File: src/rtl/pvn_pkg.sv
// Shared types and constants for the polyline vertex normal block.
// No dependencies; every other file in rtl/ imports this package.
`default_nettype none
package pvn_pkg;

    localparam int CW     = 32;      // coordinate width, Q16.16
    localparam int CF     = 16;      // coordinate fraction bits
    localparam int NF     = 14;      // normal fraction bits
    localparam int OW     = NF + 2;  // normal component width
    localparam int DW     = CW + 1;  // exact direction difference width
    localparam int QDEPTH = 4;       // front-to-back queue depth
    localparam int QCW    = $clog2(QDEPTH + 1);

    typedef struct packed {
        logic signed [CW-1:0] prev_x;
        logic signed [CW-1:0] prev_y;
        logic signed [CW-1:0] cur_x;
        logic signed [CW-1:0] cur_y;
        logic signed [CW-1:0] next_x;
        logic signed [CW-1:0] next_y;
    } point_t;

    typedef struct packed {
        logic signed [OW-1:0] normal_x;
        logic signed [OW-1:0] normal_y;
    } normal_t;

    // incoming and outgoing directions as queued between front and back
    typedef struct packed {
        logic signed [DW-1:0] ax;
        logic signed [DW-1:0] ay;
        logic signed [DW-1:0] bx;
        logic signed [DW-1:0] by;
    } dir_t;

    typedef struct packed {
        logic [QCW-1:0] count;
        logic           full;
        logic           empty;
    } q_status_t;

endpackage
`default_nettype wire

File: src/rtl/pvn_front.sv
// Front part: takes point triples and forms the exact incoming and
// outgoing directions. Depends on pvn_pkg.
`default_nettype none
module pvn_front (
    input  wire logic                clk,
    input  wire logic                rst_n,
    input  wire logic                point_valid,
    output logic                     point_ready,
    input  wire pvn_pkg::point_t     point,
    input  wire pvn_pkg::q_status_t  q_status,
    output logic                     push,
    output pvn_pkg::dir_t            dir
);
    import pvn_pkg::*;

    logic  valid_reg, valid_next;
    dir_t  dir_reg;
    logic  take;

    assign push        = valid_reg && !q_status.full;
    assign point_ready = !valid_reg || !q_status.full;
    assign take        = point_valid && point_ready;

    always_comb
    begin
        valid_next = valid_reg;
        if (take)
        begin
            valid_next = 1'b1;
        end
        else if (push)
        begin
            valid_next = 1'b0;
        end
    end

    always_ff @(posedge clk or negedge rst_n)
    begin
        if (!rst_n)
        begin
            valid_reg <= 1'b0;
        end
        else
        begin
            valid_reg <= valid_next;
        end
    end

    always_ff @(posedge clk)
    begin
        if (take)
        begin
            dir_reg.ax <= DW'(point.cur_x) - DW'(point.prev_x);
            dir_reg.ay <= DW'(point.cur_y) - DW'(point.prev_y);
            dir_reg.bx <= DW'(point.next_x) - DW'(point.cur_x);
            dir_reg.by <= DW'(point.next_y) - DW'(point.cur_y);
        end
    end

    assign dir = dir_reg;

endmodule
`default_nettype wire

File: config.mk
export PLATFORM = sky130hd
export DESIGN_NAME = pvn_front
export DESIGN_NICKNAME = d
export VERILOG_FILES = /design/src/rtl/pvn_pkg.sv /design/src/rtl/pvn_front.sv
export SDC_FILE = /design/constraint.sdc
export NUM_CORES = 1
export LEC_CHECK = 0
export BUFFER_PORTS_ARGS = -buffer_cell sky130_fd_sc_hd__buf_4
export CORE_MARGIN = 3
export CORE_UTILIZATION = 46
export CTS_BUF_LIST = sky130_fd_sc_hd__clkbuf_8
export DETAILED_ROUTE_END_ITERATION = 10
export GPL_TIMING_DRIVEN = 0
export MAX_ROUTING_LAYER = met4
export PLACE_DENSITY_LB_ADDON = 0.12
export SLEW_MARGIN = 20
export SYNTH_ARGS = -nofsm -noshare
export SYNTH_HDL_FRONTEND = slang
export SYNTH_SLANG_ARGS = --single-unit
File: constraint.sdc
create_clock -name clk -period 5.7 [get_ports clk]
set_input_delay 0.855 -clock clk [delete_from_list [all_inputs] [get_ports clk]]
set_output_delay 0.855 -clock clk [all_outputs]
set_load 0.05 [all_outputs]
==> run summary <==
### Timing
• 0 — endpoints failing setup
• 0.0250 ns — worst clock skew
• 0 — max-slew violation count
• 3.11 ns — time the final worst path needs with I/O delays and setup
• 66.7% — worst rel slew slack
• 0.322 GHz — max frequency
• 54.5% — post-route fraction of the period consumed by the critical path
• 0.497 ns — Worst-Margin Slew
• 0.157 ns — Final Hold Slack
• false — RSZ-0062 raised after global routing
• 0 — count of endpoints failing hold in the final timing report

### CTS
• 0 — post-CTS setup buffers
• 0.45 ns — clock insertion delay at the later pin of the skew report
• 0 — CTS Hold Bufs
• done — clock tree from TritonCTS
• 0 — PostCTS Resize Cnt
• 17 — CTS buffer count
• 2 — number of buffers between clock root and the deepest sink
• 0.10 ns — Clk pin slew, worst setup/hold paths
• sky130_fd_sc_hd__clkbuf_8 — Root Buffer Master
• 4 — H-tree depth
• 133 — clock sink count

### Logic synthesis
• 1524 — number of nets in the synthesized netlist
• 35.7% — share of the synthesized area in the top cell type
• 9.31 um^2 — per-instance average area after synthesis
• 0.752% — FFs w/ async S/R, synth
• 0.0111 mm^2 — Mapped Area
• sky130_fd_sc_hd__edfxtp_1 — cell taking the most area after synthesis
• sky130_fd_sc_hd__inv_1 — count leader, synth
• 0 — count of warnings emitted by yosys
• sky130_fd_sc_hd__inv_1, sky130_fd_sc_hd__edfxtp_1, sky130_fd_sc_hd__ha_1, sky130_fd_sc_hd__a21oi_1, sky130_fd_sc_hd__xnor2_1 — top cells by count, synth
• sky130_fd_sc_hd__edfxtp_1 — most frequently used flop master after synthesis
• 35.9% — sequential area share after synthesis
• sky130_fd_sc_hd__edfxtp_1, sky130_fd_sc_hd__ha_1, sky130_fd_sc_hd__inv_1 — top area cells in the synthesized netlist
• 132 — number of synthesized flops with an enable pin
• 1192 — instance count of the mapped netlist
• 133 — #FFs+latches synth
• 71 — Unique masters post-synth

### Floorplan
• 47.0% — Initial Util
• 161 um — die boundary height
• 0.0236 mm^2 — core outline area
• 334 — number of I/O pins
• 56 — cell row count
• 0.0260 mm^2 — total die area
• 161 um — die boundary width

### Route
• 0 — Antenna Violating Nets Remaining
• 6 — number of iterations in the first detailed-routing pass
• 0 — total DRC errors in the routed layout
• 29600 um — detailed-route wire length
• 15.8 um — average detailed-routed wire length per instance
• 590 — 1st-iter DRT viols
• 9856 — count of vias placed by the detailed router
• 5.26 — vias per inst

### Worst setup path
• 5.90 ns — Required @ worst endpoint
• buf_4 > ha_1 > nor2b_1 > o31ai_1 > a21oi_1 > a221o_1 > a31oi_1 > o21ai_0 > a21oi_1 > xnor2_1 — CP Cell Sequence
• compound AO/OA/AOI/OAI gates — critical path's top delay family
• in -> reg — category of the most critical setup path
• sky130_fd_sc_hd__a21oi_1 — cell with the most instances on the worst path
• register — kind of end point of the critical path
• valid_reg$_DFFE_PN0P_ — worst reg2reg path startpoint
• 0.40 ns — stage delay of the slowest cell on the critical path
• 3.31 ns — Arr. time, crit path
• dir[19]$_DFFE_PP_ — RR Endpoint
• 4 — critical path fanouts, max
• 1 — worst path bufs/invs
• 4.05 ns — minimum setup slack among reg-to-reg paths
• 3 — Worst Reg-to-Reg Cells
• sky130_fd_sc_hd__a221o_1 — Worst path slowest cell
• input port — Setup crit start kind

### Place
• 329 — total of buffers placed on input and output ports
• 24100 um — HPWL after detailed placement
• 0.881 — final weighted congestion in routability-driven placement
• 1842 — Placed Instances
• 0.0140 mm^2 — total placed instance area

### Power and ir drop
• 250 mW/mm^2 — Power per Cell Area
• 0.00690 uW — Lkg Pwr
• 3600 uW — total power
• 0.120 mV — worst-case vdd ir drop

### GRT
• 9564 — vias in the first global route
• 54 — largest net degree at the start of global routing
• 22.9% — overall global routing resource usage
• 46400 um — global-route wire length before repair
• 0 — antenna violations before repair
• 0 — total grt overflow

### Final layout
• 0.0144 mm^2 — post-route cell area
• 29.9% — area growth from synthesis to layout
• 0 — antenna diode instance count
• 132 — flip-flop count of the largest register, all copies and words added
• 1874 — fin cells
• 1874 — Post-layout nets
• 24.7% — share of post-route cells with drive strength above 1

### Job
• 0 — Maximum Capacitance Violations

### Min path
• in -> async — min-delay worst type

### Outcome
• completed — status

-- stage by stage --
stage	setup WS (ns)	util (%)	setup TNS, ns
after floorplan	0.850	-	0
after global placement	-0.473	59.2	-60.41
after detailed placement	2.11	59.4	0
after CTS	2.59	61.1	0
after global routing	2.38	61.1	0
final	2.59	61.1	0
-- worst max path at each step --
stage | startpoint | to | slack, ns | cells after the start
finish | point[98] | dir[125]$_DFFE_PP_ | 2.59 | 10
global route | point[0] | dir[32]$_DFFE_PP_ | 2.38 | 12
CTS | point[96] | dir[125]$_DFFE_PP_ | 2.59 | 12
detailed placement | point[96] | dir[125]$_DFFE_PP_ | 2.11 | 12
global placement | q_status[1] | dir[85]$_DFFE_PP_ | -0.47 | 3
floorplan | q_status[1] | dir[0]$_DFFE_PP_ | 0.85 | 2
-- cells by family (layout without fill, tap and decap cells) --
kind of cell,Yosys count,count (layout),share of synthesized area (%)
buffers and inverters,186,549,6.31
xor gates and xnor gates,99,99,7.81
adders and majority gates,132,132,15.1
muxes,1,1,0.0902
DFF,133,133,35.9
AOI/OAI and AO/OA,355,355,21.7
and+or+nand+nor,286,286,13.0
-- cells in the final DEF (no fill, tap or decap), drive strengths merged, types with 10 or more instances in the layout --
cell and count:
and3 16, clkbuf 32, nand4 11, buf 332
o21ai 50, nor2 62, nand2b 15, o21bai 10
or3 12, ha 128, nor2b 27, a21oi 108
inv 172, o211ai 16, nand2 60, edfxtp 132
xnor2 68, o21a 22, xor2 31, a31oi 16
nand3 28, a21o 54, nor3 30
-- metal layers --
metal / wire, um / vias up / global-route usage, %
met1: 12700 / 4405 / 28.1
met3: 2390 / 42 / 6.10
li1: - / 5049 / -
met5: 0 / - / -
met4: 671 / 0 / 7.08
met2: 13800 / 360 / 36.9
-- power by group --
part / internal (uW) / leakage [uW] / switching [uW]
logic: 573 / 0.00544 / 931
clock network: 391 / 0.000194 / 430
registers: 1240 / 0.00127 / 33.3
total: 2200 / 0.00690 / 1390
-- area by class of cell --
cell class	count	area [um^2]
buffer	16	62.6
clock buffer	17	234
tap	319	399
multi-input combinational	873	6410
clock inverter	15	155
timing repair buffer	331	2520
sequential	133	3990
inverter	170	638
fill	2114	9200
No activity file was read; power rests on OpenSTA's default activity.
