## src/rtl/pvn_pkg.sv

```systemverilog
// Shared types and constants for the polyline vertex normal block.
// No dependencies; every other file in rtl/ imports this package.
`default_nettype none
package pvn_pkg;

    localparam int CW     = 32;      // coordinate width, Q16.16
    localparam int CF     = 16;      // coordinate fraction bits
    localparam int NF     = 14;      // normal fraction bits
    localparam int OW     = NF + 2;  // normal component width
    localparam int DW     = CW + 1;  // exact direction difference width
    localparam int QDEPTH = 4;       // front-to-back queue depth
    localparam int QCW    = $clog2(QDEPTH + 1);

    typedef struct packed {
        logic signed [CW-1:0] prev_x;
        logic signed [CW-1:0] prev_y;
        logic signed [CW-1:0] cur_x;
        logic signed [CW-1:0] cur_y;
        logic signed [CW-1:0] next_x;
        logic signed [CW-1:0] next_y;
    } point_t;

    typedef struct packed {
        logic signed [OW-1:0] normal_x;
        logic signed [OW-1:0] normal_y;
    } normal_t;

    // incoming and outgoing directions as queued between front and back
    typedef struct packed {
        logic signed [DW-1:0] ax;
        logic signed [DW-1:0] ay;
        logic signed [DW-1:0] bx;
        logic signed [DW-1:0] by;
    } dir_t;

    typedef struct packed {
        logic [QCW-1:0] count;
        logic           full;
        logic           empty;
    } q_status_t;

endpackage
`default_nettype wire

```

## src/rtl/pvn_fifo.sv

```systemverilog
// Short queue of direction pairs between the front and back parts.
// Depends on pvn_pkg.
`default_nettype none
module pvn_fifo (
    input  wire logic               clk,
    input  wire logic               rst_n,
    input  wire logic               push,
    input  wire pvn_pkg::dir_t      wdata,
    input  wire logic               pop,
    output pvn_pkg::dir_t           rdata,
    output pvn_pkg::q_status_t      status
);
    import pvn_pkg::*;

    localparam int AW = $clog2(QDEPTH);

    dir_t            mem_reg [0:QDEPTH-1];
    logic [AW-1:0]   wr_reg, wr_next;
    logic [AW-1:0]   rd_reg, rd_next;
    logic [QCW-1:0]  count_reg, count_next;
    logic            do_push, do_pop;

    assign do_push = push && (count_reg != QCW'(QDEPTH));
    assign do_pop  = pop && (count_reg != '0);

    always_comb
    begin
        wr_next    = do_push ? AW'(wr_reg + 1'b1) : wr_reg;
        rd_next    = do_pop ? AW'(rd_reg + 1'b1) : rd_reg;
        count_next = count_reg;
        if (do_push && !do_pop)
        begin
            count_next = count_reg + 1'b1;
        end
        else if (do_pop && !do_push)
        begin
            count_next = count_reg - 1'b1;
        end
    end

    always_ff @(posedge clk or negedge rst_n)
    begin
        if (!rst_n)
        begin
            wr_reg    <= '0;
            rd_reg    <= '0;
            count_reg <= '0;
        end
        else
        begin
            wr_reg    <= wr_next;
            rd_reg    <= rd_next;
            count_reg <= count_next;
        end
    end

    always_ff @(posedge clk)
    begin
        if (do_push)
        begin
            mem_reg[wr_reg] <= wdata;
        end
    end

    assign rdata        = mem_reg[rd_reg];
    assign status.count = count_reg;
    assign status.full  = (count_reg == QCW'(QDEPTH));
    assign status.empty = (count_reg == '0);

endmodule
`default_nettype wire

```

## config.mk

```make
export PLATFORM = sky130hd
export DESIGN_NAME = pvn_fifo
export DESIGN_NICKNAME = d
export VERILOG_FILES = /design/src/rtl/pvn_pkg.sv /design/src/rtl/pvn_fifo.sv
export SDC_FILE = /design/constraint.sdc
export NUM_CORES = 1
export LEC_CHECK = 0
export ABC_AREA = 1
export BUFFER_PORTS_ARGS = -buffer_cell sky130_fd_sc_hd__buf_2
export CORE_MARGIN = 1.5
export CORE_UTILIZATION = 55
export CTS_CLUSTER_SIZE = 24
export DETAILED_ROUTE_END_ITERATION = 10
export GPL_ROUTABILITY_DRIVEN = 0
export PLACE_DENSITY = 0.81
export SLEW_MARGIN = 20
export SYNTH_ARGS = -nofsm -noshare
export SYNTH_HDL_FRONTEND = slang
export SYNTH_SLANG_ARGS = --single-unit
```

## constraint.sdc

```tcl
create_clock -name clk -period 9.4 [get_ports clk]
set_input_delay 1.88 -clock clk [delete_from_list [all_inputs] [get_ports clk]]
set_output_delay 1.88 -clock clk [all_outputs]
set_load 0.05 [all_outputs]
```

==> impl_metrics.json, run 1 <==
{
  "outcome": "completed",
  "totalWireLength_um": 41200,
  "max_cap_viol_count": 0,
  "preCtsSetupSlack_ps": 4460,
  "groute.usage.overall": 0.206,
  "synth_cells": 1601,
  "synth_nets": 1743,
  "drt-pass1-iter-count": 5,
  "start_util": 0.558,
  "synth_most_common_cell": "sky130_fd_sc_hd__edfxtp_1",
  "critPathKind": "flip-flop to primary output",
  "async_flop_share": 0.0131,
  "synth_top_cells_by_area": "sky130_fd_sc_hd__edfxtp_1 74%, sky130_fd_sc_hd__o211ai_1 9.2%, sky130_fd_sc_hd__nand2_1 7.2%",
  "final_clock_period_utilization_by_the_worst_path": 0.587,
  "clk_root_buffer_cell": "sky130_fd_sc_hd__clkbuf_16",
  "cts_tree": "built",
  "synth_compound_area_frac": 0.0921,
  "tightest_slew_ps": 1300,
  "port-buffer-count": 272,
  "synth_area_um2": 21600,
  "yosys.area_share.xor_xnor": 0.000406,
  "rsz0062_at_grt": "false",
  "number_of_nets_in_the_layout": 1993,
  "grt_pass1_vias": 12600,
  "regToRegStartpoint": "count_reg[0]$_DFFE_PN0P_",
  "syn2layout_area_growth_pct": 14.0,
  "antenna_found_initial": 5,
  "dpl.hpwl_um": 23600,
  "synth_seq_cells": 535,
  "yosys.cell_types.count": 18,
  "largest_register_ffs": 528,
  "crit_start": "rd_reg[1]$_DFFE_PN0P_",
  "timing.hold.worst.class": "flip-flop to flip-flop",
  "pin_count": 273,
  "design.core.area_um2": 38600,
  "synth-edff-count": 528,
  "max_slew_margin": 0.136,
  "worst_ep_arrival_time_ps": 3640,
  "global_route_wire_length_before_repair_um": 65000,
  "cts_setup_buffers": 0,
  "synthMuxAreaShare": 0,
  "clock_h_tree_levels": 2,
  "final_report_setup_violation_count": 0,
  "clock_slew_at_reported_path_ffs_ps": 60,
  "setup_total_neg_slack_ps": 0,
  "hold_viol_final": 0,
  "std_cell_rows": 72,
  "via_per_inst": 5.22,
  "yosysTopAreaCell": "sky130_fd_sc_hd__edfxtp_1",
  "clock_skew_ps": 11.1,
  "drc": 0,
  "dieWidth_um": 201,
  "synth.top_cells.by_count": "528 x sky130_fd_sc_hd__edfxtp_1, 413 x sky130_fd_sc_hd__nand2_1, 280 x sky130_fd_sc_hd__inv_1",
  "startpoint_type": "flip-flop",
  "yosysWarningCount": 0,
  "die_area_um2": 40400,
  "clock_tree.buffer_depth": 3,
  "postCtsResizedCells": 0,
  "worst_ep_required_time_ps": 7520,
  "ys.flop_type": "sky130_fd_sc_hd__edfxtp_1",
  "worst-path-max-fanout": 69,
  "seq_area_frac_synth": 0.743,
  "synthDominantCellAreaShare": 0.735,
  "cts_buffers": 51,
  "hold_fix_buffers_at_cts": 0,
  "first_iter_violations": 768,
  "clock_sink_count": 535,
  "grt_remaining_overflow": 0,
  "hold_path.startpoint": "count_reg[2]$_DFFE_PN0P_",
  "post_synth.cell_area_avg_um2": 13.5,
  "route.detailed.wl_per_inst_um": 17.1,
  "synth_fa_ha_area_frac": 0.00383,
  "post_synth_and_or_nand_nor_area_fraction": 0.0745,
  "timing.final.crit_period_ps": 5520,
  "clk_latency_ps": 580,
  "detail-route-antenna-nets": 0,
  "die_height_um": 201,
  "final-max-slew-violation-count": 0,
  "post_route_cells_drive_above_1_share": 0.192,
  "max_freq_mhz": 181,
  "grt_start_max_net_pins": 258,
  "largest_family_of_logic_cells_by_synthesized_area": "compound AO/OA/AOI/OAI gates",
  "via_count": 12600,
  "critical_path.endpoint_type": "primary output",
  "setup_slack_ps": 3880
}
==> final cells by class <==
class / instances / area, um2
Tap cell: 518 / 648
Clock inverter: 29 / 292
Timing Repair Buffer: 284 / 1460
Fill cell: 2679 / 14100
Antenna cell: 3 / 7.51
Inverter: 282 / 1070
Clock buffer: 61 / 1360
Sequential cell: 535 / 16000
Multi-Input combinational cell: 697 / 3710
==> final timing paths <==
check / endpoint / slack [ps] / cells past startpoint
hold reg to reg: count_reg[2]$_DFFE_PN0P_ / 540 / 2
hold / removal: count_reg[2]$_DFFE_PN0P_ / 540 / 2
min in group asynchronous: count_reg[1]$_DFFE_PN0P_ / 1120 / 1
setup reg to reg: mem_reg[0][58]$_DFFE_PP_ / 6630 / 5
max in group asynchronous: rd_reg[1]$_DFFE_PN0P_ / 8100 / 1
setup / recovery: rdata[42] / 3880 / 5
==> kinds of logic after synthesis <==
group	after synthesis
xor gates and xnor gates	1
buffers and inverters	369
and+or+nand+nor	425
AOI/OAI and AO/OA	265
DFF	535
adders and majority gates	6
==> stage by stage <==
stage | util | hold WS, ps | cell area (um2) | std cells
2_1_floorplan | - | 483 | 21600 | 1601
4_1_cts | 0.636 | 547 | 24600 | 2406
3_3_place_gp | 0.593 | 504 | 22900 | 2316
3_5_place_dp | 0.593 | 531 | 22900 | 2316
6_report | 0.636 | 542 | 24600 | 2409
5_1_grt | 0.636 | 563 | 24600 | 2408
==> cell usage in the layout, fill, tap and decap left out, types with 2 or more instances in the layout <==
cell type / instances
sky130_fd_sc_hd__o211ai_1: 264
sky130_fd_sc_hd__clkbuf_1: 8
sky130_fd_sc_hd__nand2_1: 413
sky130_fd_sc_hd__ha_1: 5
sky130_fd_sc_hd__buf_2: 272
sky130_fd_sc_hd__clkbuf_16: 53
sky130_fd_sc_hd__buf_4: 11
sky130_fd_sc_hd__edfxtp_1: 528
sky130_fd_sc_hd__diode_2: 3
sky130_fd_sc_hd__nand3_1: 7
sky130_fd_sc_hd__clkinv_4: 2
sky130_fd_sc_hd__dfrtp_1: 6
sky130_fd_sc_hd__clkinv_1: 11
sky130_fd_sc_hd__bufinv_16: 6
sky130_fd_sc_hd__inv_1: 280
sky130_fd_sc_hd__nor2_4: 4
sky130_fd_sc_hd__clkinv_2: 9
==> layer usage <==
layer	GRT usage	part of all wire
met5	0	0.00070
met4	0.0832	0.030
met3	0.0448	0.066
met2	0.355	0.51
met1	0.253	0.40
==> worst max-delay path, cell delays in order, from the launching register on <==
cell                       delay [ps]
sky130_fd_sc_hd__dfrtp_4          800
sky130_fd_sc_hd__inv_4            700
sky130_fd_sc_hd__buf_4            750
sky130_fd_sc_hd__o211ai_1         190
sky130_fd_sc_hd__nand2_1          160
sky130_fd_sc_hd__buf_2            280
Power of run 1 is left out: the tool's default activity adds up to more than one toggle a clock period on the data nets, which glitch-free logic cannot reach.
==> run 2: changes to the inputs <==
==> constraint.sdc (replaced) <==
create_clock -name clk -period 5.35 [get_ports clk]
set_input_delay 1.07 -clock clk [delete_from_list [all_inputs] [get_ports clk]]
set_output_delay 1.07 -clock clk [all_outputs]
set_load 0.05 [all_outputs]
==> impl_metrics.json, run 2 (synthesized netlist as in run 1, its figures left out) <==
{
  "drc": 0,
  "cts_tree": "built",
  "clock_slew_at_reported_path_ffs_ps": 60,
  "max_freq_mhz": 263,
  "worst-path-max-fanout": 144,
  "wirelength_met1_um": 17000,
  "clock_sink_count": 535,
  "worst_ep_arrival_time_ps": 2730,
  "start_util": 0.558,
  "grt_remaining_overflow": 0,
  "die_area_um2": 40400,
  "die_height_um": 201,
  "largest_register_ffs": 528,
  "number_of_nets_in_the_layout": 2001,
  "syn2layout_area_growth_pct": 14.5,
  "mostFrequentLayoutCell": "sky130_fd_sc_hd__edfxtp_1",
  "seq_area_um2": 16000,
  "hold_viol_final": 0,
  "final-max-slew-violation-count": 0,
  "worst_ep_required_time_ps": 4280,
  "wl_met3_um": 2850,
  "outcome": "completed",
  "via_count": 12800,
  "clk_root_buffer_cell": "sky130_fd_sc_hd__clkbuf_16",
  "place.detailed.instances": 2323,
  "clock_h_tree_levels": 2,
  "first_iter_violations": 724,
  "clock_skew_ps": 12.1,
  "rsz0062_at_grt": "false",
  "route.detailed.wl_per_inst_um": 17.6,
  "multiInputGateArea_um2": 3710,
  "groute.usage.overall": 0.216,
  "critPathKind": "flip-flop to primary output",
  "critical_path.endpoint_type": "primary output",
  "tightest_slew_ps": 1030,
  "fillerInstances": 2728,
  "global_route_wire_length_before_repair_um": 68000,
  "startpoint_type": "flip-flop",
  "dpl.hpwl_um": 24900,
  "routed.top_layer": "met5",
  "max_cap_viol_count": 0,
  "drt-pass1-iter-count": 7,
  "via_per_inst": 5.28,
  "pin_count": 273,
  "leading_cell_types_in_the_layout_fill_and_taps_excluded": "528 x sky130_fd_sc_hd__edfxtp_1, 413 x sky130_fd_sc_hd__nand2_1, 280 x sky130_fd_sc_hd__inv_1",
  "max_slew_margin": 0.315,
  "timing.final.crit_period_ps": 3800,
  "dieWidth_um": 201,
  "hold_fix_buffers_at_cts": 0,
  "detail-route-antenna-nets": 0,
  "clock_tree.buffer_depth": 3,
  "antenna_found_initial": 15,
  "final_report_setup_violation_count": 0,
  "final_clock_period_utilization_by_the_worst_path": 0.710,
  "totalWireLength_um": 42800,
  "grt_pass1_vias": 13100,
  "std_cell_rows": 72,
  "timing.hold.worst.class": "input port to asynchronous set/reset pin",
  "post_route_cells_drive_above_1_share": 0.195,
  "design.core.area_um2": 38600,
  "met2_length_um": 21400,
  "grt_start_max_net_pins": 145,
  "stdcell_count": 2427,
  "clk_latency_ps": 570,
  "postCtsResizedCells": 0,
  "cts_buffers": 52,
  "port-buffer-count": 272,
  "cts_setup_buffers": 0
}
## run 2: cell types whose count changed in the layout (fill, tap and decap cells not counted)
cell / previous run / this run
sky130_fd_sc_hd__buf_4: 11 / 12
sky130_fd_sc_hd__clkbuf_1: 8 / 11
sky130_fd_sc_hd__bufinv_16: 6 / 4
sky130_fd_sc_hd__clkinvlp_4: 1 / 2
sky130_fd_sc_hd__clkinv_1: 11 / 9
sky130_fd_sc_hd__diode_2: 3 / 12
sky130_fd_sc_hd__clkinv_2: 9 / 11
sky130_fd_sc_hd__buf_12: 1 / 7
## run 2: worst paths after layout
kind	startpoint	endpoint	slack, ps	cells after the start
worst min register to register	count_reg[2]$_DFFE_PN0P_	count_reg[2]$_DFFE_PN0P_	560	2
worst max register to register	count_reg[0]$_DFFE_PN0P_	mem_reg[0][56]$_DFFE_PP_	2700	6
max in group asynchronous	rst_n	rd_reg[1]$_DFFE_PN0P_	4840	1
worst min-delay path	rst_n	wr_reg[1]$_DFFE_PN0P_	320	1
min in group clk	count_reg[2]$_DFFE_PN0P_	count_reg[2]$_DFFE_PN0P_	560	2
worst max-delay path	rd_reg[0]$_DFFE_PN0P_	rdata[64]	1550	6
## run 2: final cells by class
type                       count  area share
sequential                   535       0.649
multi-input combinational    697       0.150
timing repair buffer         291      0.0644
clock buffer                  64      0.0554
inverter                     282      0.0433
tap                          518      0.0262
clock inverter                28     0.00978
antenna                       12     0.00122
## run 2: critical path, cell delays in order, from the launching register on
cell and delay (ps):
sky130_fd_sc_hd__dfrtp_1 460, sky130_fd_sc_hd__inv_8 550, sky130_fd_sc_hd__buf_4 480, sky130_fd_sc_hd__nand2_1 120, sky130_fd_sc_hd__o211ai_1 110, sky130_fd_sc_hd__nand2_1 80
sky130_fd_sc_hd__buf_2 220
## run 2: routing by layer
layer  vias up  GRT usage
met3        88     0.0484
met1      6203      0.265
met5         -          0
li1       6124          -
met2       391      0.365
met4         6      0.106
## run 2: through the flow
stage	cell area, um2	setup WS, ps	util	hold WS [ps]	setup TNS [ps]
floorplan	21600	-1970	-	483	-1042220
global placement	23100	2240	0.597	510	0
detailed placement	23100	2190	0.597	532	0
CTS	24700	1550	0.638	295	0
global route	24700	1360	0.639	310	0
finish	24700	1550	0.639	324	0
Power of run 2 is left out for the same reason.
